`config.mk`:
```
export PLATFORM = sky130hd
export DESIGN_NAME = nmea_rmc_gga_parser_baud_probe
export DESIGN_NICKNAME = d
export VERILOG_FILES = /design/src/hdl/nrp_pkg.sv /design/src/hdl/nmea_rmc_gga_parser_baud_probe.sv /design/src/hdl/nrp_front.sv /design/src/hdl/nrp_queue.sv /design/src/hdl/nrp_back.sv
export SDC_FILE = /design/constraint.sdc
export NUM_CORES = 1
export LEC_CHECK = 0
export BUFFER_PORTS_ARGS = -buffer_cell sky130_fd_sc_hd__buf_4
export CORE_MARGIN = 4
export CORE_UTILIZATION = 30
export CTS_CLUSTER_SIZE = 30
export DETAILED_ROUTE_END_ITERATION = 10
export PLACE_DENSITY = 0.47
export SLEW_MARGIN = 15
export SYNTH_ARGS = -nofsm -noshare
export SYNTH_HDL_FRONTEND = slang
export SYNTH_SLANG_ARGS = --single-unit
```
`constraint.sdc`:
```
create_clock -name i_clk -period 6.65 [get_ports i_clk]
set_input_delay 0.665 -clock i_clk [delete_from_list [all_inputs] [get_ports i_clk]]
set_output_delay 0.665 -clock i_clk [all_outputs]
set_load 0.03 [all_outputs]
```
`src/hdl/nrp_pkg.sv`:
```
// Package for the NMEA sentence parser with baud probe.
// Types, codes and a helper function shared by the front, queue and back modules.
package nrp_pkg;

    localparam int LINE_MAX = 128;

    // job queue between front and back
    localparam int QUEUE_DEPTH = 4;
    localparam int QUEUE_AW    = 2;

    localparam logic [2:0] ST_REJECT = 3'd0;
    localparam logic [2:0] ST_RMC    = 3'd1;
    localparam logic [2:0] ST_GGA    = 3'd2;
    localparam logic [2:0] ST_OTHER  = 3'd3;
    localparam logic [2:0] ST_BAUD   = 3'd4;

    localparam logic CFG_WINDOW  = 1'b0;
    localparam logic CFG_PRELOAD = 1'b1;

    localparam logic [23:0] TAG_RMC = 24'h524D43;
    localparam logic [23:0] TAG_GGA = 24'h474741;

    typedef enum logic [1:0] {
        K_LINE = 2'd0,
        K_BAUD = 2'd1
    } t_kind;

    // finished line or baud switch summary passed from front to back
    typedef struct packed {
        t_kind       kind;
        logic        good;
        logic        is_rmc;
        logic        is_gga;
        logic [23:0] tcap;
        logic [23:0] dcap;
        logic        active;
        logic        sat_upd;
        logic [7:0]  sat_val;
    } t_job;

    typedef struct packed {
        logic [2:0]  status;
        logic [40:0] fix;
        logic [7:0]  sat;
        logic        fast;
        logic        locked;
        logic        changed;
    } t_res;

    // state shared back to the front for the probe
    typedef struct packed {
        logic locked;
        logic fast;
    } t_lock;

    function automatic logic [3:0] cap_dig(input logic [23:0] c, input int p);
        logic [3:0] n;
        n = c[20-4*p +: 4];
        return (n >= 4'd1 && n <= 4'd10) ? n - 4'd1 : 4'd15;
    endfunction

endpackage

```
`src/hdl/nmea_rmc_gga_parser_baud_probe.sv`:
```
// Top level of the NMEA sentence parser with baud probe.
// Instantiates nrp_front, nrp_queue and nrp_back; uses nrp_pkg.
//
// Usage:
//  Input channel (i_valid/o_stall): one item per cycle while not stalled,
//  either a received byte (i_operation 0) or a millisecond tick
//  (i_operation 1). The front tracks the line, checksum and field captures
//  and the probe timer for each item. A finished line or baud switch
//  becomes a job in a four-entry queue; bytes that cause no result never
//  enter the queue. The back checks time and date, updates fix, satellite
//  and lock registers and loads the output register. A result passes
//  through the queue and then the output register, where o_valid rises;
//  throughput is one item per cycle while the queue has room.
//  Output channel (o_valid/i_stall): the result holds while the receiver
//  stalls; the queue keeps absorbing jobs and stalls the input only when
//  four are waiting.
//  Reset (i_rst_n low, synchronous) clears all trackers, sets the baud from a
//  preload of 1 (fast), window 2500 ms. A write to register 1 restarts the
//  block with the new preload; register 0 sets the probe window.
module nmea_rmc_gga_parser_baud_probe import nrp_pkg::*; (
    input  logic        i_clk,
    input  logic        i_rst_n,
    input  logic        i_cfg_we,
    input  logic        i_cfg_index,
    input  logic [15:0] i_cfg_data,
    input  logic        i_valid,
    output logic        o_stall,
    input  logic        i_operation,
    input  logic [7:0]  i_byte_value,
    output logic        o_valid,
    input  logic        i_stall,
    output logic [2:0]  o_status,
    output logic        o_fix_valid,
    output logic [4:0]  o_hour,
    output logic [5:0]  o_minute,
    output logic [5:0]  o_second,
    output logic [11:0] o_year,
    output logic [3:0]  o_month,
    output logic [4:0]  o_day,
    output logic [7:0]  o_satellites,
    output logic        o_baud_fast,
    output logic        o_baud_locked,
    output logic        o_baud_changed
);
    logic [15:0] r_window;
    logic        restart, push, full, qv, pop, decoded;
    t_job        job_in, job_out;
    t_lock       lock;
    t_res        res;

    assign restart = i_cfg_we && i_cfg_index == CFG_PRELOAD;

    // hold the window register; reset gives the default
    always_ff @(posedge i_clk) begin
        if (!i_rst_n) r_window <= 16'd2500;
        else if (i_cfg_we && i_cfg_index == CFG_WINDOW) r_window <= i_cfg_data;
    end

    nrp_front u_front (
        .i_clk, .i_rst_n, .i_restart(restart), .i_window(r_window),
        .i_valid, .o_stall, .i_op(i_operation), .i_byte(i_byte_value),
        .i_locked(lock.locked), .o_push(push), .o_job(job_in), .i_full(full),
        .o_decoded(decoded)
    );

    nrp_queue u_queue (
        .i_clk, .i_rst_n, .i_flush(restart), .i_push(push), .i_job(job_in),
        .o_full(full), .o_valid(qv), .o_job(job_out), .i_pop(pop)
    );

    nrp_back u_back (
        .i_clk, .i_rst_n, .i_restart(restart), .i_preload(i_cfg_data[0]),
        .i_valid(qv), .i_job(job_out), .o_pop(pop), .o_lock(lock),
        .o_valid, .i_stall, .o_res(res)
    );

    assign o_status       = res.status;
    assign o_fix_valid    = res.fix[0];
    assign o_hour         = res.fix[5:1];
    assign o_minute       = res.fix[11:6];
    assign o_second       = res.fix[17:12];
    assign o_year         = res.fix[29:18];
    assign o_month        = res.fix[33:30];
    assign o_day          = res.fix[38:34];
    assign o_satellites   = res.sat;
    assign o_baud_fast    = res.fast;
    assign o_baud_locked  = res.locked;
    assign o_baud_changed = res.changed;

    a_dec_lock: assert property (@(posedge i_clk) disable iff (!i_rst_n)
        push && job_in.kind == K_BAUD |-> !decoded) else $error("switch after decode");
    a_stall: assert property (@(posedge i_clk) disable iff (!i_rst_n)
        o_stall |-> full) else $error("stall without full queue");
    a_cfg: assert property (@(posedge i_clk) disable iff (!i_rst_n)
        restart |=> !o_valid) else $error("result survived restart");
endmodule

```
`src/hdl/nrp_front.sv`:
```
// Front end: byte tracking, checksum, field capture and the baud probe timer.
// Uses nrp_pkg; produces t_job items into the queue.
module nrp_front import nrp_pkg::*; (
    input  logic        i_clk,
    input  logic        i_rst_n,
    input  logic        i_restart,
    input  logic [15:0] i_window,
    input  logic        i_valid,
    output logic        o_stall,
    input  logic        i_op,
    input  logic [7:0]  i_byte,
    input  logic        i_locked,
    output logic        o_push,
    output t_job        o_job,
    input  logic        i_full,
    output logic        o_decoded
);
    logic [7:0]  r_len, r_xor, r_sum, r_fcc;
    logic        r_dollar, r_star, r_act;
    logic [1:0]  r_hex, r_sst;
    logic [4:0]  r_fld;
    logic [23:0] r_tail, r_tcap, r_dcap;
    logic [8:0]  r_acc;
    logic [15:0] r_el;
    logic        r_seen, r_dec, r_lk;

    logic [7:0]  n_len, n_xor, n_sum, n_fcc;
    logic        n_dollar, n_star, n_act;
    logic [1:0]  n_hex, n_sst;
    logic [4:0]  n_fld;
    logic [23:0] n_tail, n_tcap, n_dcap;
    logic [8:0]  n_acc;
    logic [15:0] n_el;
    logic        n_seen, n_dec, n_lk;

    logic        acc, clr, rearm, good;
    logic [3:0]  d, hv;
    logic        hok;
    logic [23:0] tail_c;
    logic [12:0] mul;

    assign o_stall   = i_full;
    assign acc       = i_valid && !i_full;
    assign o_decoded = r_dec;

    always_comb begin
        n_len = r_len; n_xor = r_xor; n_sum = r_sum; n_fcc = r_fcc;
        n_dollar = r_dollar; n_star = r_star; n_act = r_act; n_hex = r_hex;
        n_sst = r_sst; n_fld = r_fld; n_tail = r_tail; n_tcap = r_tcap;
        n_dcap = r_dcap; n_acc = r_acc; n_el = r_el; n_seen = r_seen;
        n_dec = r_dec; n_lk = r_lk || i_locked;
        clr = 1'b0; rearm = 1'b0;
        o_push = 1'b0; o_job = '0; o_job.kind = K_LINE;
        d = (i_byte >= 8'd48 && i_byte <= 8'd57) ? i_byte[3:0] + 4'd1 : 4'd15;
        if (i_byte >= 8'd48 && i_byte <= 8'd57) begin
            d = 4'(i_byte - 8'd47);
        end
        hok = 1'b1; hv = '0;
        if (i_byte >= 8'd48 && i_byte <= 8'd57) hv = 4'(i_byte - 8'd48);
        else if (i_byte >= 8'd65 && i_byte <= 8'd70) hv = 4'(i_byte - 8'd55);
        else if (i_byte >= 8'd97 && i_byte <= 8'd102) hv = 4'(i_byte - 8'd87);
        else hok = 1'b0;
        tail_c = (r_fld == 5'd0 && r_fcc < 8'd3) ? 24'd0 : r_tail;
        good = r_dollar && r_star && r_hex == 2'd2 && r_xor == r_sum;
        mul = 13'(r_acc) * 13'd10 + 13'(d - 4'd1);
        if (acc && i_op) begin
            if (r_el != 16'hFFFF) n_el = r_el + 16'd1;
            if (!r_lk && !i_locked && r_seen && n_el >= i_window && !r_dec) begin
                rearm = 1'b1;
                n_lk = 1'b0;
                o_push = 1'b1;
                o_job.kind = K_BAUD;
            end
        end else if (acc) begin
            n_seen = 1'b1;
            if (i_byte == 8'd13 || i_byte == 8'd10) begin
                if (r_len != 8'd0) begin
                    clr = 1'b1;
                    o_push = 1'b1;
                    o_job.good = good;
                    o_job.is_rmc = r_tail == TAG_RMC && r_fld >= 5'd9;
                    o_job.is_gga = r_tail == TAG_GGA && r_fld >= 5'd7;
                    o_job.tcap = r_tcap; o_job.dcap = r_dcap; o_job.active = r_act;
                    o_job.sat_upd = r_sst != 2'd0;
                    o_job.sat_val = r_acc[8] ? 8'hFF : r_acc[7:0];
                    // a good line sets the lock view right away so no baud switch follows it
                    if (good) begin
                        n_dec = 1'b1;
                        n_lk = 1'b1;
                    end
                end
            end else if (i_byte >= 8'd32 && i_byte <= 8'd126) begin
                if (r_len >= 8'(LINE_MAX)) begin
                    clr = 1'b1;
                end else begin
                    n_len = r_len + 8'd1;
                    if (r_len == 8'd0) begin
                        n_dollar = i_byte == 8'd36;
                    end else if (!r_star) begin
                        if (i_byte == 8'd42) begin
                            n_star = 1'b1;
                            if (r_len == 8'd1) n_hex = 2'd3;
                            n_tail = tail_c;
                        end else begin
                            n_xor = r_xor ^ i_byte;
                            if (i_byte == 8'd44 && r_fld < 5'd19) begin
                                n_tail = tail_c;
                                n_fld = r_fld + 5'd1;
                                n_fcc = '0;
                            end else begin
                                case (r_fld)
                                    5'd0: n_tail = {r_tail[15:0], i_byte};
                                    5'd1: if (r_fcc < 8'd6)
                                        n_tcap[20-4*r_fcc[2:0] +: 4] = r_tcap[20-4*r_fcc[2:0] +: 4] | d;
                                    5'd2: n_act = r_fcc == 8'd0 && i_byte == 8'd65;
                                    5'd9: if (r_fcc < 8'd6)
                                        n_dcap[20-4*r_fcc[2:0] +: 4] = r_dcap[20-4*r_fcc[2:0] +: 4] | d;
                                    5'd7: begin
                                        if (r_sst <= 2'd1) begin
                                            if (i_byte == 8'd32) n_sst = 2'd1;
                                            else if (i_byte == 8'd43) begin
                                                n_sst = 2'd2; n_acc = '0;
                                            end else if (d <= 4'd10) begin
                                                n_sst = 2'd2; n_acc = 9'(d - 4'd1);
                                            end else begin
                                                n_sst = 2'd3; n_acc = '0;
                                            end
                                        end else if (r_sst == 2'd2) begin
                                            if (d <= 4'd10)
                                                n_acc = (mul > 13'd256) ? 9'd256 : mul[8:0];
                                            else n_sst = 2'd3;
                                        end
                                    end
                                    default: ;
                                endcase
                                if (r_fcc != 8'hFF) n_fcc = r_fcc + 8'd1;
                            end
                        end
                    end else if (r_hex < 2'd2) begin
                        if (!hok) n_hex = 2'd3;
                        else begin
                            n_sum = {r_sum[3:0], hv};
                            n_hex = r_hex + 2'd1;
                        end
                    end
                end
            end
        end
        if (clr || rearm) begin
            n_len = '0; n_xor = '0; n_dollar = 1'b0; n_star = 1'b0; n_hex = '0;
            n_sum = '0; n_fld = '0; n_fcc = '0; n_tail = '0; n_tcap = '0;
            n_dcap = '0; n_act = 1'b0; n_acc = '0; n_sst = '0;
        end
        if (rearm) begin
            n_el = '0; n_seen = 1'b0; n_dec = 1'b0;
        end
    end

    always_ff @(posedge i_clk) begin
        if (!i_rst_n || i_restart) begin
            r_len <= '0; r_xor <= '0; r_sum <= '0; r_fcc <= '0; r_dollar <= 1'b0;
            r_star <= 1'b0; r_act <= 1'b0; r_hex <= '0; r_sst <= '0; r_fld <= '0;
            r_tail <= '0; r_tcap <= '0; r_dcap <= '0; r_acc <= '0; r_el <= '0;
            r_seen <= 1'b0; r_dec <= 1'b0; r_lk <= 1'b0;
        end else begin
            r_len <= n_len; r_xor <= n_xor; r_sum <= n_sum; r_fcc <= n_fcc;
            r_dollar <= n_dollar; r_star <= n_star; r_act <= n_act; r_hex <= n_hex;
            r_sst <= n_sst; r_fld <= n_fld; r_tail <= n_tail; r_tcap <= n_tcap;
            r_dcap <= n_dcap; r_acc <= n_acc; r_el <= n_el; r_seen <= n_seen;
            r_dec <= n_dec; r_lk <= n_lk;
        end
    end
endmodule

```
`src/hdl/nrp_queue.sv`:
```
// Short FIFO of t_job items between front and back.
// Uses nrp_pkg.
module nrp_queue import nrp_pkg::*; (
    input  logic i_clk,
    input  logic i_rst_n,
    input  logic i_flush,
    input  logic i_push,
    input  t_job i_job,
    output logic o_full,
    output logic o_valid,
    output t_job o_job,
    input  logic i_pop
);
    t_job                r_mem [QUEUE_DEPTH];
    logic [QUEUE_AW-1:0] r_wp, r_rp;
    logic [QUEUE_AW:0]   r_cnt;

    assign o_full  = r_cnt == (QUEUE_AW+1)'(QUEUE_DEPTH);
    assign o_valid = r_cnt != '0;
    assign o_job   = r_mem[r_rp];

    always_ff @(posedge i_clk) begin
        if (i_push) r_mem[r_wp] <= i_job;
    end

    always_ff @(posedge i_clk) begin
        if (!i_rst_n || i_flush) begin
            r_wp <= '0; r_rp <= '0; r_cnt <= '0;
        end else begin
            if (i_push) r_wp <= r_wp + 1'b1;
            if (i_pop) r_rp <= r_rp + 1'b1;
            r_cnt <= r_cnt + {{QUEUE_AW{1'b0}}, i_push} - {{QUEUE_AW{1'b0}}, i_pop};
        end
    end

    a_no_over: assert property (@(posedge i_clk) disable iff (!i_rst_n)
        o_full |-> !i_push) else $error("queue overflow");
    a_no_under: assert property (@(posedge i_clk) disable iff (!i_rst_n)
        !o_valid |-> !i_pop) else $error("queue underflow");
    a_cnt: assert property (@(posedge i_clk) disable iff (!i_rst_n)
        r_cnt <= (QUEUE_AW+1)'(QUEUE_DEPTH)) else $error("queue count out of range");
endmodule

```
`src/hdl/nrp_back.sv`:
```
// Back end: date/time checks, fix and satellite registers, lock, result register.
// Uses nrp_pkg; takes t_job items from the queue.
module nrp_back import nrp_pkg::*; (
    input  logic  i_clk,
    input  logic  i_rst_n,
    input  logic  i_restart,
    input  logic  i_preload,
    input  logic  i_valid,
    input  t_job  i_job,
    output logic  o_pop,
    output t_lock o_lock,
    output logic  o_valid,
    input  logic  i_stall,
    output t_res  o_res
);
    logic [40:0] r_fix, n_fix;
    logic [7:0]  r_sat, n_sat;
    logic        r_fast, r_rep, r_lk, n_fast, n_rep, n_lk;
    logic        r_ov;
    t_res        r_res, n_res;
    logic        take;
    logic [3:0]  h1, h0, m1, m0, s1, s0, d1, d0, o1, o0, y1, y0;
    logic [6:0]  hh, dd;
    logic [6:0]  mi, ss;
    logic [6:0]  mo;
    logic [6:0]  yy;
    logic [11:0] yr;
    logic        dig, ok, lp, chg;
    logic [4:0]  lim;

    assign take    = i_valid && (!r_ov || !i_stall);
    assign o_pop   = take;
    assign o_valid = r_ov;
    assign o_res   = r_res;
    assign o_lock  = '{locked: r_lk, fast: r_fast};

    always_comb begin
        h1 = cap_dig(i_job.tcap, 0); h0 = cap_dig(i_job.tcap, 1);
        m1 = cap_dig(i_job.tcap, 2); m0 = cap_dig(i_job.tcap, 3);
        s1 = cap_dig(i_job.tcap, 4); s0 = cap_dig(i_job.tcap, 5);
        d1 = cap_dig(i_job.dcap, 0); d0 = cap_dig(i_job.dcap, 1);
        o1 = cap_dig(i_job.dcap, 2); o0 = cap_dig(i_job.dcap, 3);
        y1 = cap_dig(i_job.dcap, 4); y0 = cap_dig(i_job.dcap, 5);
        dig = h1 != 4'd15 && h0 != 4'd15 && m1 != 4'd15 && m0 != 4'd15 &&
              s1 != 4'd15 && s0 != 4'd15 && d1 != 4'd15 && d0 != 4'd15 &&
              o1 != 4'd15 && o0 != 4'd15 && y1 != 4'd15 && y0 != 4'd15;
        hh = 7'(h1) * 7'd10 + 7'(h0);
        mi = 7'(m1) * 7'd10 + 7'(m0);
        ss = 7'(s1) * 7'd10 + 7'(s0);
        dd = 7'(d1) * 7'd10 + 7'(d0);
        mo = 7'(o1) * 7'd10 + 7'(o0);
        yy = 7'(y1) * 7'd10 + 7'(y0);
        yr = 12'd2000 + 12'(yy);
        lp = yy[1:0] == 2'b00;
        case (mo)
            7'd2:                    lim = lp ? 5'd29 : 5'd28;
            7'd4, 7'd6, 7'd9, 7'd11: lim = 5'd30;
            default:                 lim = 5'd31;
        endcase
        ok = i_job.active && dig && d1 <= 4'd3 && o1 <= 4'd1 && h1 <= 4'd2 &&
             hh <= 7'd23 && mi <= 7'd59 && ss <= 7'd59 && yy >= 7'd24 &&
             mo >= 7'd1 && mo <= 7'd12 && dd >= 7'd1 && dd <= {2'b00, lim};

        n_fix = r_fix; n_sat = r_sat; n_fast = r_fast; n_rep = r_rep; n_lk = r_lk;
        n_res = r_res; chg = 1'b0;
        if (take) begin
            if (i_job.kind == K_BAUD) begin
                n_fast = !r_fast;
                n_lk = 1'b0;
                n_res.status = ST_BAUD;
            end else if (!i_job.good) begin
                n_res.status = ST_REJECT;
            end else begin
                n_res.status = ST_OTHER;
                if (i_job.is_rmc) begin
                    n_res.status = ST_RMC;
                    n_fix = ok ? {2'b00, dd[4:0], mo[3:0], yr, ss[5:0], mi[5:0], hh[4:0], 1'b1}
                               : 41'd0;
                end else if (i_job.is_gga) begin
                    n_res.status = ST_GGA;
                    if (i_job.sat_upd) n_sat = i_job.sat_val;
                end
                if (!r_lk) begin
                    n_lk = 1'b1;
                    if (r_fast != r_rep) begin
                        n_rep = r_fast; chg = 1'b1;
                    end
                end
            end
            n_res.fix = n_fix; n_res.sat = n_sat; n_res.fast = n_fast;
            n_res.locked = n_lk; n_res.changed = chg;
        end
    end

    always_ff @(posedge i_clk) begin
        if (!i_rst_n || i_restart) begin
            r_fix <= '0; r_sat <= '0; r_lk <= 1'b0; r_ov <= 1'b0;
            r_fast <= i_rst_n ? i_preload : 1'b1;
            r_rep  <= i_rst_n ? i_preload : 1'b1;
        end else begin
            r_fix <= n_fix; r_sat <= n_sat; r_fast <= n_fast; r_rep <= n_rep;
            r_lk <= n_lk;
            if (take) r_ov <= 1'b1;
            else if (!i_stall) r_ov <= 1'b0;
        end
    end

    always_ff @(posedge i_clk) begin
        r_res <= n_res;
    end

    a_hold: assert property (@(posedge i_clk) disable iff (!i_rst_n || i_restart)
        r_ov && i_stall |=> r_ov) else $error("result dropped under stall");
    a_fix: assert property (@(posedge i_clk) disable iff (!i_rst_n)
        r_fix[0] == 1'b0 |-> r_fix == 41'd0) else $error("fix fields without fix");
    a_chg: assert property (@(posedge i_clk) disable iff (!i_rst_n)
        r_ov && r_res.changed |-> r_res.locked) else $error("change without lock");
endmodule
```
## Yosys cells after proc, flatten, opt, wreduce, memory -nomap -nowiden

Memory sizes are Yosys's and may differ from the RTL's. A register that Yosys moved wholly into a read port is not among the register bits.
Index checks and enable logic that the tools add are counted.

| operators by class | value |
|---|---|
| $add $sub $neg | 37 |
| multiply operators | 7 |
| magnitude comparators | 54 |
| eq/ne operators | 46 |
| shift operators | 5 |
| muxes and demuxes | 106 |
| bitwise gates (word level) | 12 |
| reduce and logical (&&, ||, !) cells | 108 |

Operators by type and width:

| kind | number |
|---|---|
| $mux 61 | 4 |
| $mux 41 | 3 |
| $mux 24 | 4 |
| $shiftx 4x34->24 | 2 |
| $shiftx 24x33->4 | 2 |
| $mux 4 | 16 |
| $mux 8 | 8 |
| $mux 9 | 7 |
| $logic_and 1x1->1 | 56 |
| $le 4x4->1 const B | 13 |
| $sub 4x1->4 const B | 13 |
| $bwmux 24 | 2 |
| $eq 24x23->1 const B | 2 |
| $ge 4x1->1 const B | 12 |
| $ne 4x4->1 const B | 12 |
| $mux 1 | 44 |
| $add 7x4->7 | 6 |
| $eq 8x6->1 const B | 5 |
| $mux 39 | 1 |
| $mul 4x3->6 const B | 6 |
| $reduce_and 9->1 | 4 |
| $neg 32->34 | 1 |
| $shift 4x34->24 const A | 1 |
| $mux 16 | 2 |
| other kinds (79) | 149 |

| word-level totals | value |
|---|---|
| flip-flop bits (word level) | 273 |
| RAM bits | 248 |
| bits of input ports | 31 |
| word-level logic and storage cells | 412 |
| memories | 1 |

Memory list:

| name | depth | width | read ports | clocked after memory_dff | wr ports | line | text |
|---|---|---|---|---|---|---|---|
| u_queue.r_mem | 4 | 62 | 1 | 1 | 1 | nrp_queue.sv:14 | `t_job r_mem [QUEUE_DEPTH];` |

## Depth between registers and ports, before layout

Gate-level depths: netlist (run 1).

| depth | value |
|---|---|
| word-level depth | 31 |
| gate-level depth with buffers | 29 |
| depth with buffers taken out | 24 |

## Hierarchy

From an unflattened synthesis (run 1), not the netlist that was laid out.

| unflattened totals | value |
|---|---|
| cell total of the unflattened synthesis | 2460 |
| area, all modules | 27421.3 µm² |

By module, submodules not included:

| module | instances | cells each | area each (µm²) | sequential area each (µm²) |
|---|---|---|---|---|
| nrp_queue | 1 | 375 | 9615.5 | 7747.4 |
| nrp_front | 1 | 1132 | 9359.0 | 2882.8 |
| nrp_back | 1 | 882 | 7773.7 | 2732.6 |
| nmea_rmc_gga_parser_baud_probe | 1 | 71 | 673.1 | 320.3 |

## Worst setup path before layout (run 1)

OpenSTA, ideal clock, no wires.

| path | value |
|---|---|
| kind | reg2reg |
| from | reg (tool-made name) |
| to | reg u_back.r_res, in the netlist u_back.o_res[41], data pin |
| setup time | 0.256 ns |
| arrival time | 5.211 ns |
| slack | 1.182 ns |
| cell stages (with the launch flop) | 29 |
| buffers on the path | 4 |
| period minus slack after synthesis | 5.468 ns |
| path through | dfxtp_1 buf_4 buf_2 buf_1 mux4_2 inv_1 ha_1 inv_1 nor3_1 o22ai_1 nand2_1 ha_1 inv_1 fa_1 xor2_1 nand3_1 a21oi_1 a31oi_1 or2_2 ha_1 nand2_1 o211ai_1 o32a_1 nand4b_1 nor4_1 o2111ai_1 buf_2 clkinv_1 a22o_1 |

RTL lines:

| element | line | text |
|---|---|---|
| end signal: assignment | nrp_back.sv:109 | `r_res <= n_res;` |
| end: declaration | nrp_back.sv:20 | `t_res r_res, n_res;` |

==> metrics, run 1 <==
Mapped Avg Cell Area=11.4 um2; Vias/cell=4.83; CP max FO=14; Worst path most repeated cell=ha_1; Core ar.=85700 um2; clk_skew=0.0647 ns; final setup TNS=0 ns; Placement Rows=107; final setup vio count=0; setup bufs post-CTS=0; RSZ-0062 raised after global routing=false; Antenna Violating Nets Remaining=0; Clock Latency Late Sink=0.65 ns; CTS root buf=clkbuf_16; Synth area leader=edfxtp_1; met1 Use GR=18.4%; final worst slack=0.606 ns; P&R area growth vs syn=15.6%; total CTS buffers=59; DRT Pass-1 Iters=7; Net Sw Frac=36.8%; DR iter-0 viols=985; largest net degree at the start of global routing=113; Final Max Tran Viols=0; M2 GR Usage=22.1%; Crit-path slowest cell=mux4_2; worst hold slack=0.255 ns; register bit total from synthesis=521; CTS sink cnt=521; largest family of logic cells by synthesized area=simple AND/OR/NAND/NOR gates; vias=17.2k; Nets=2570; Die ar.=91600 um2; Reg power frac=31.7%; CTS tree=yes; drc violations=0; GR Overflow Total=0; cell count after synthesis=2289; final hold viol count=0; Worst R2R End=u_back.o_res[41]; number of global-route vias before repair=17.6k; critical path required time=7.02 ns; status=finished clean; worst path arrival time=6.42 ns; Distinct cells, synth=81; clk slew on worst S/H paths=0.06 ns; Synth Area in Compound Gates=9.45%; I/O pins=86; Hold Crit Endpoint=r_window[11]; Clk network pwr share=29.2%; Hold Crit Start=i_cfg_data[11]; simple-gate share of the synthesized area=14.2%; Post-Synth Adder-Cell Area=8.43%; FF-to-FF path depth=23; first-pass GRT wire length=98.2 mm; ANT cells=0; Least-Margin Pin Slew=0.938 ns; Setup CP Type=reg -> reg; clock buffer depth=3; Post-Synth XOR/XNOR Area=3.86%; Post-synth EDFFs=303; H-tree levels=2; crit path capture type=flip-flop; Worst slew margin=37.3%; Hold WC Path Type=in -> reg; fin crit share=90.9%; hold path cells=3; max-cap violation count=0; register area share after synthesis=51.7%; WL/cell=17.3 um; Initial Util=30.4%; Synthesized Nets=2486; Leak=11.0 nW; CP startpoint kind=flip-flop; reg-to-reg slack, setup=0.61 ns; FMAX=165 MHz; routing usage on met3=1.95%; Switch Pwr=4.40 mW; most crowded layer after global routing=met2; initial antenna violation count=0; port buffer count=85; CP cell instances=mux4_2 -> inv_1 -> ha_1 -> nand2b_1 -> o21ba_2 -> a22oi_1 -> ha_1 -> ha_1 -> o21ai_0 -> mux2_2 -> nor3b_1 -> mux2i_1 -> or2_2 -> ha_1 -> nand2_1 -> o211ai_1 -> o32a_1 -> nand4b_1 -> nor4_1 -> o2111ai_2 -> buf_4 -> clkinv_1 -> a22o_1; Placer Congestion=0.811; Max IR drop VDD=357 uV; prevailing post-synth register cell=edfxtp_1; Die Ht=303 um; Int Power=7.57 mW; Synth top area share=34.9%; PwrDens=398 nW/um2; synthesized cell area=26000 um2; Top delay family on crit path=compound AO/OA/AOI/OAI gates; routed wire length=61.7 mm; HPWL after detailed placement=43.3 mm; Syn. warnings=0; final worst path period need=6.04 ns; layout cells sized above 1=14.4%; pre-CTS setup slack=0.565 ns; gr usage total=13.4%; ys async rst share=0%; Die Wd=303 um; Combinational Power Share=39.1%; Area contributors post-synth=edfxtp_1, dfxtp_1, ha_1; fill count=8523; slowest stage delay, CP=0.62 ns; crit path buf inv count=3; post-synthesis mux area share=8.79%
[sequential cells by signal, indices dropped and copies added, names as in the netlist, 3 cells and up, named ones only]
name            count
u_queue.r_mem     248
u_back.o_res       53
u_back.r_fix       39
u_front.r_dcap     24
u_front.r_tail     24
u_front.r_tcap     24
r_window           16
u_front.r_el       16
u_front.r_acc       9
u_back.r_sat        8
u_front.r_fcc       8
u_front.r_len       8
u_front.r_sum       8
u_front.r_xor       8
u_front.r_fld       5
u_queue.r_cnt       3
[layer usage]
metal  up-vias  part of all wire, %
met5         -                    0
met4         0                  2.6
met3        93                  4.0
met2       293                   46
met1      8401                   48
li1       8430                    -
[power by group through the flow]
stage	registers [mW]	logic (mW)	clock network, mW
after floorplan	4.19	3.04	0
after global routing	3.83	5.22	3.75
after CTS	3.81	4.79	3.61
final	3.80	4.68	3.49
after detailed placement	3.87	4.76	0
after global placement	3.87	4.66	0
[layout by cell type (no fill, tap or decap), types with 14 or more instances in the layout]
master and n:
nor3_1 44, and3_1 15, inv_1 131, a22oi_1 30
a22o_1 28, nand2_1 212, a21o_1 24, a211oi_1 16
mux2i_1 51, o21ai_0 57, clkbuf_16 59, mux4_2 70
nor2_1 226, fa_1 16, dfxtp_1 216, nand4_1 16
or3_1 17, nor2b_1 22, and2_1 68, buf_4 109
nand3b_1 14, a21boi_0 16, ha_1 150, mux2_2 18
a21oi_1 77, xor2_1 42, xnor2_1 70, o21ai_2 17
nand3_1 36, edfxtp_1 303, o21a_1 15, nand2b_1 22
[kinds of logic (layout without fill, tap and decap cells)]
family                     count (synthesis)  after routing
AOI/OAI and AO/OA                        363            363
buffers and inverters                    225            360
DFF                                      521            521
and+or+nand+nor                          762            762
muxes                                    139            139
xor gates and xnor gates                 113            113
adders and majority gates                166            166
[worst max-delay path by stage]
| stage | end | cells after the start | slack [ns] |
|---|---|---|---|
| 5_1_grt | u_back.r_fix[10] | 20 | 0.15 |
| 3_5_place_dp | u_back.r_fix[38] | 20 | 0.56 |
| 4_1_cts | u_back.r_fix[38] | 20 | 0.53 |
| 2_1_floorplan | u_back.o_res[41] | 28 | 1.18 |
| 3_3_place_gp | u_back.o_res[41] | 23 | 0.69 |
| 6_report | u_back.o_res[41] | 23 | 0.61 |
[cell type report]
type | instances | area, um2 | area share, %
clock buffers | 69 | 1520 | 5.06
clock inverters | 43 | 581 | 1.93
inverters | 134 | 503 | 1.67
multi-input cells | 1543 | 11700 | 38.8
flip-flops and latches | 521 | 13500 | 44.7
well taps | 1144 | 1430 | 4.75
repair buffers | 114 | 910 | 3.02
[what timing repair did]
action / in CTS / in global routing
hold buffers: 0 / 0
setup endpoints to repair: 0 / 3
gates resized for setup: 0 / 1
[worst register-to-register path, stage by stage (launching register included)]
cell and delay (ns):
dfxtp_4 0.50, mux4_2 0.62, inv_1 0.13, ha_1 0.20
nand2b_1 0.10, o21ba_2 0.23, a22oi_1 0.46, ha_1 0.33
ha_1 0.32, o21ai_0 0.10, mux2_2 0.28, nor3b_1 0.20
mux2i_1 0.16, or2_2 0.32, ha_1 0.29, nand2_1 0.06
o211ai_1 0.09, o32a_1 0.30, nand4b_1 0.09, nor4_1 0.06
o2111ai_2 0.15, buf_4 0.24, clkinv_1 0.27, a22o_1 0.28
[synthesized netlist by cell type (all sizes together), types with 6 or more instances]
master and instances:
o31ai 14, or3 17, nor2b 22, nand3 36, mux4 70, a22o 28, nand2 212, xor2 42
nor4b 6, nor3 45, nand4 16, clkbuf 70, nand2b 22, mux2 18, a21boi 16, a31oi 9
or4 6, o21a 15, nor2 228, fa 16, o22ai 11, and2 72, mux2i 51, a22oi 30
nor3b 8, ha 150, o21ai 80, nand3b 14, or2 9, o211ai 9, edfxtp 303, a211oi 16
and3 15, nor4 8, dfxtp 218, a21oi 80, inv 133, a21o 24, buf 21, xnor2 70
[through the flow]
step	power (mW)	cell area, um2	instances	util (%)
detailed placement	8.64	28000	3456	32.7
floorplan	7.23	26000	2289	-
global placement	8.53	28000	3456	32.7
finish	12.0	30100	3568	35.1
global route	12.8	30100	3568	35.1
CTS	12.2	30100	3568	35.1
Power figures use the tool's default switching activity.
==> inputs of run 2 (changes only) <==
- CTS_CLUSTER_DIAMETER: unset -> 60
- clock period: 6.65 -> 7.25 ns (I/O delays scaled with it)
==> run 2 against run 1 <==
Sequential share of layout area grew 0.76 points. Core utilization shrank 0.58 points. Global-route usage shrank 0.17 points. Register-to-register slack gained 0.24 ns. Largest power group unchanged.
==> metrics, run 2 (same netlist as run 1, synthesis figures left out) <==
worst path arrival time=6.95 ns; CTS tree=yes; HPWL after detailed placement=43.5 mm; Antenna Violating Nets Remaining=0; CP max FO=18; Die Wd=303 um; Hold Crit Endpoint=r_window[8]; Die Ht=303 um; Placer Congestion=0.783; routed wire length=61.1 mm; GR Overflow Total=0; Worst slew margin=32.9%; PwrDens=353 nW/um2; initial antenna violation count=0; FMAX=156 MHz; vias=17.0k; clk slew on worst S/H paths=0.09 ns; setup bufs post-CTS=0; critical path required time=7.79 ns; final setup TNS=0 ns; total CTS buffers=47; clock buffer depth=3; final worst path period need=6.41 ns; max-cap violation count=0; P&R area growth vs syn=13.7%; Core ar.=85700 um2; H-tree levels=2; number of global-route vias before repair=17.4k; CP startpoint kind=flip-flop; Worst R2R End=u_back.r_fix[38]; drc violations=0; Initial Util=30.4%; max FFs per register=248; I/O pins=86; pre-CTS setup slack=0.853 ns; first-pass GRT wire length=97.2 mm; Leak=10.7 nW; Hold Crit Start=i_cfg_data[8]; commonest non-fill, non-tap cell in the layout=edfxtp_1; Setup CP Type=reg -> reg; final hold viol count=0; Max IR drop VDD=257 uV; Largest Register=u_queue.r_mem; # hold bufs at CTS=0; CTS root buf=clkbuf_16; largest net degree at the start of global routing=74; Final Max Tran Viols=0; status=finished clean; reg-to-reg slack, setup=0.84 ns; final worst slack=0.842 ns; DR iter-0 viols=837; hold path cells=3; commonest cells after routing, fill and taps aside=edfxtp_1, nor2_1, dfxtp_1; final setup vio count=0; fill count=8531; Least-Margin Pin Slew=1.01 ns; ANT cells=0; crit path capture type=flip-flop; clk_skew=0.0416 ns; gr usage total=13.2%; Vias/cell=4.80; fin crit share=88.4%; layout cells sized above 1=13.9%; post_cts resized=0; FF-to-FF path depth=23; DRT Pass-1 Iters=5; port buffer count=85; WL/cell=17.2 um; Clock Latency Late Sink=0.61 ns; Die ar.=91600 um2; CTS sink cnt=521; Nets=2557; RSZ-0062 raised after global routing=false; Hold WC Path Type=in -> reg; worst hold slack=0.363 ns; Placement Rows=107
## run 2: cell types whose count changed in the layout (fill, tap and decap cells not counted), sizes merged
cell,previous run,this run
buf,114,113
bufinv,11,3
clkbuf,69,53
clkinv,24,14
inv,139,149
## run 2: worst max path at each step
stage | end | slack [ns] | cells after the start
after CTS | u_back.r_fix[38] | 0.82 | 23
after detailed placement | u_back.r_fix[38] | 0.85 | 23
final | u_back.r_fix[38] | 0.84 | 23
after global placement | u_back.r_fix[10] | 0.98 | 23
after floorplan | u_back.o_res[41] | 1.78 | 28
after global routing | u_back.r_fix[9] | 0.27 | 23
## run 2: layout make-up
| type | count | area [um2] | area share (%) |
|---|---|---|---|
| flip-flops and latches | 521 | 13500 | 45.5 |
| inverters | 134 | 503 | 1.70 |
| well taps | 1144 | 1430 | 4.83 |
| clock inverters | 35 | 467 | 1.58 |
| multi-input cells | 1543 | 11700 | 39.5 |
| repair buffers | 113 | 848 | 2.87 |
| clock buffers | 53 | 1200 | 4.05 |
## run 2: critical path, cell delays in order (launching register included)
cell	delay (ns)
dfxtp_4	0.53
mux4_2	0.61
inv_1	0.14
ha_1	0.21
nand2b_1	0.10
o21ba_2	0.23
a22oi_1	0.41
ha_1	0.32
ha_1	0.20
inv_1	0.07
fa_1	0.43
nor3b_1	0.15
mux2i_1	0.27
nor3_1	0.10
ha_1	0.29
nor2b_1	0.13
o211ai_1	0.18
o32a_1	0.16
nand4b_1	0.09
nor4_1	0.25
o2111ai_2	0.37
or3_1	0.63
buf_4	0.30
o21ai_0	0.16
## run 2: power breakdown
part	leakage [nW]	switching, mW	internal (mW)
registers	4.40	0.0990	3.38
clock network	0.798	1.27	1.39
logic	5.54	2.64	1.67
## run 2: layer usage
metal / global-route usage (%) / vias to the layer above / wire (um) / share of wire (%)
li1: - / 8401 / - / -
met1: 18.2 / 8316 / 29300 / 48
met2: 22.3 / 228 / 28600 / 47
met3: 1.62 / 73 / 1800 / 2.9
met4: 3.35 / 0 / 1340 / 2.2
met5: 0 / - / 0 / 0
## run 2: stage by stage
stage	utilization [%]	cells	instance area [um2]	power, mW
detailed placement	32.6	3455	27900	7.91
global route	34.6	3543	29600	11.2
finish	34.6	3543	29600	10.4
floorplan	-	2289	26000	6.67
global placement	32.6	3455	27900	7.82
CTS	34.6	3543	29600	10.6
==> inputs of run 3 (changes only) <==
- CORE_MARGIN: 4 -> unset
==> run 3 against run 2 <==
Final cell count hardly changed. Power is 1.7% higher. Register-to-register slack better by 0.07 ns. Global-route usage is 0.71 points higher. First-iteration DRC count stayed put. Maximum frequency is 1.2% higher. Combinational power hardly changed. Sequential power hardly changed. Routed wire length is 0.73% higher. Via count is 1.0% higher. Critical path depth is 2 higher. Largest cell class unchanged.
==> metrics, run 3 (same netlist as run 1, synthesis figures left out) <==
status=finished clean; HPWL after detailed placement=43.3 mm; CTS tree=yes; drc violations=0; largest net degree at the start of global routing=110; gr usage total=13.9%; Setup crit end=u_back.r_fix[13]; Placer Congestion=0.820; number of global-route vias before repair=17.1k; total CTS buffers=48; max FFs per register=248; clk slew on worst S/H paths=0.09 ns; critical path required time=7.82 ns; final setup vio count=0; CP max FO=29; Die Ht=297 um; CTS root buf=clkbuf_16; Leak=10.8 nW; Placement Rows=107; vias=17.2k; final setup TNS=0 ns; WL/cell=17.4 um; DR iter-0 viols=837; ANT cells=0; reg-to-reg slack, setup=0.91 ns; Hold WC Path Type=in -> reg; DRT Pass-1 Iters=5; routed wire length=61.5 mm; H-tree levels=2; fin crit share=87.4%; Clock Latency Late Sink=0.63 ns; Die ar.=88000 um2; worst path arrival time=6.91 ns; Worst R2R End=u_back.r_fix[13]; Setup CP Type=reg -> reg; Vias/cell=4.85; PwrDens=357 nW/um2; crit path capture type=flip-flop; Largest Register=u_queue.r_mem; commonest non-fill, non-tap cell in the layout=edfxtp_1; CTS sink cnt=521; Die Wd=297 um; final hold viol count=0; setup bufs post-CTS=0; commonest cells after routing, fill and taps aside=edfxtp_1, nor2_1, dfxtp_1; layout cells sized above 1=14.2%; CP startpoint kind=flip-flop; final worst path period need=6.34 ns; FMAX=158 MHz; Initial Util=30.4%; Final Max Tran Viols=0; clock buffer depth=3; max-cap violation count=0; RSZ-0062 raised after global routing=false; Core ar.=85500 um2; Util after Layout=34.7%; clk_skew=0.0510 ns; Worst slew margin=22.4%; I/O pins=86; port buffer count=85; first-pass GRT wire length=96.6 mm; Max IR drop VDD=229 uV; initial antenna violation count=1; Antenna Violating Nets Remaining=0; post_cts resized=0; Nets=2555; # hold bufs at CTS=0; P&R area growth vs syn=14.1%; Least-Margin Pin Slew=1.15 ns; FF-to-FF path depth=25; GR Overflow Total=0
==> run 3: cell types whose count changed in the layout (fill, tap and decap cells not counted), moves of 2 or more <==
cell       previous run  this run
inv_8                 5         7
clkinv_16             0         2
inv_16                3         5
inv_6                 5        10
clkinv_4              4         1
clkbuf_1              6         0
buf_4               113       108
clkinv_1              3         1
==> run 3: power by group <==
| group | leakage (nW) | switching (mW) | internal, mW | total, mW |
|---|---|---|---|---|
| Sequential | 4.40 | 0.110 | 3.38 | 3.49 |
| Clock | 0.862 | 1.38 | 1.42 | 2.81 |
| Combinational | 5.53 | 2.65 | 1.68 | 4.33 |
==> run 3: critical path, stage by stage, from the launching register on <==
cell and delay, ns:
dfxtp_2 0.73, mux4_2 0.50, inv_1 0.12, ha_1 0.15
nand2b_1 0.13, o21ba_2 0.16, a21oi_1 0.04, or2_2 0.29
ha_1 0.30, ha_1 0.32, inv_1 0.08, nor2_1 0.11
mux2_2 0.35, nor3b_1 0.18, mux2i_1 0.15, nor3_1 0.21
ha_1 0.28, nor2b_1 0.14, o211ai_1 0.17, o32a_1 0.17
nand4b_1 0.09, nor4_1 0.27, o2111ai_2 0.17, buf_4 0.25
nor3_2 0.65, a22o_1 0.23
==> run 3: per-layer routing <==
| metal | wire length (um) | GRT usage [%] | up-vias |
|---|---|---|---|
| met5 | 0 | 0 | - |
| met4 | 1560 | 4.32 | 0 |
| met3 | 2050 | 1.83 | 85 |
| met2 | 28400 | 22.7 | 251 |
| met1 | 29500 | 19.2 | 8464 |
| li1 | - | - | 8394 |
==> run 3: metrics by stage <==
stage / power (mW) / cell area, um2 / hold WS [ns] / setup slack, ns / instances
floorplan: 6.67 / 26000 / 0.423 / 1.78 / 2289
global placement: 7.85 / 27900 / 0.434 / 1.15 / 3452
detailed placement: 7.94 / 27900 / 0.442 / 0.930 / 3452
CTS: 10.8 / 29700 / 0.278 / 0.870 / 3542
global route: 11.3 / 29700 / 0.304 / 0.373 / 3542
finish: 10.6 / 29700 / 0.321 / 0.915 / 3542
==> run 3: area by class of cell <==
class,instances,area [um2]
Multi-Input combinational cell,1543,11700
Clock inverter,41,574
Inverter,134,503
Fill cell,8383,55800
Sequential cell,521,13500
Tap cell,1144,1430
Clock buffer,49,1210
Timing Repair Buffer,110,842
==> run 3: worst min path at each step <==
stage	from	endpoint	slack [ns]	depth (start not counted)
floorplan	u_back.r_fix[0]	u_back.r_fix[0]	0.42	2
global placement	u_back.r_fix[9]	u_back.r_fix[9]	0.43	2
detailed placement	u_front.r_seen	u_front.r_seen	0.44	2
CTS	i_cfg_data[2]	r_window[2]	0.28	3
global route	i_cfg_data[2]	r_window[2]	0.30	3
finish	i_cfg_data[2]	r_window[2]	0.32	3
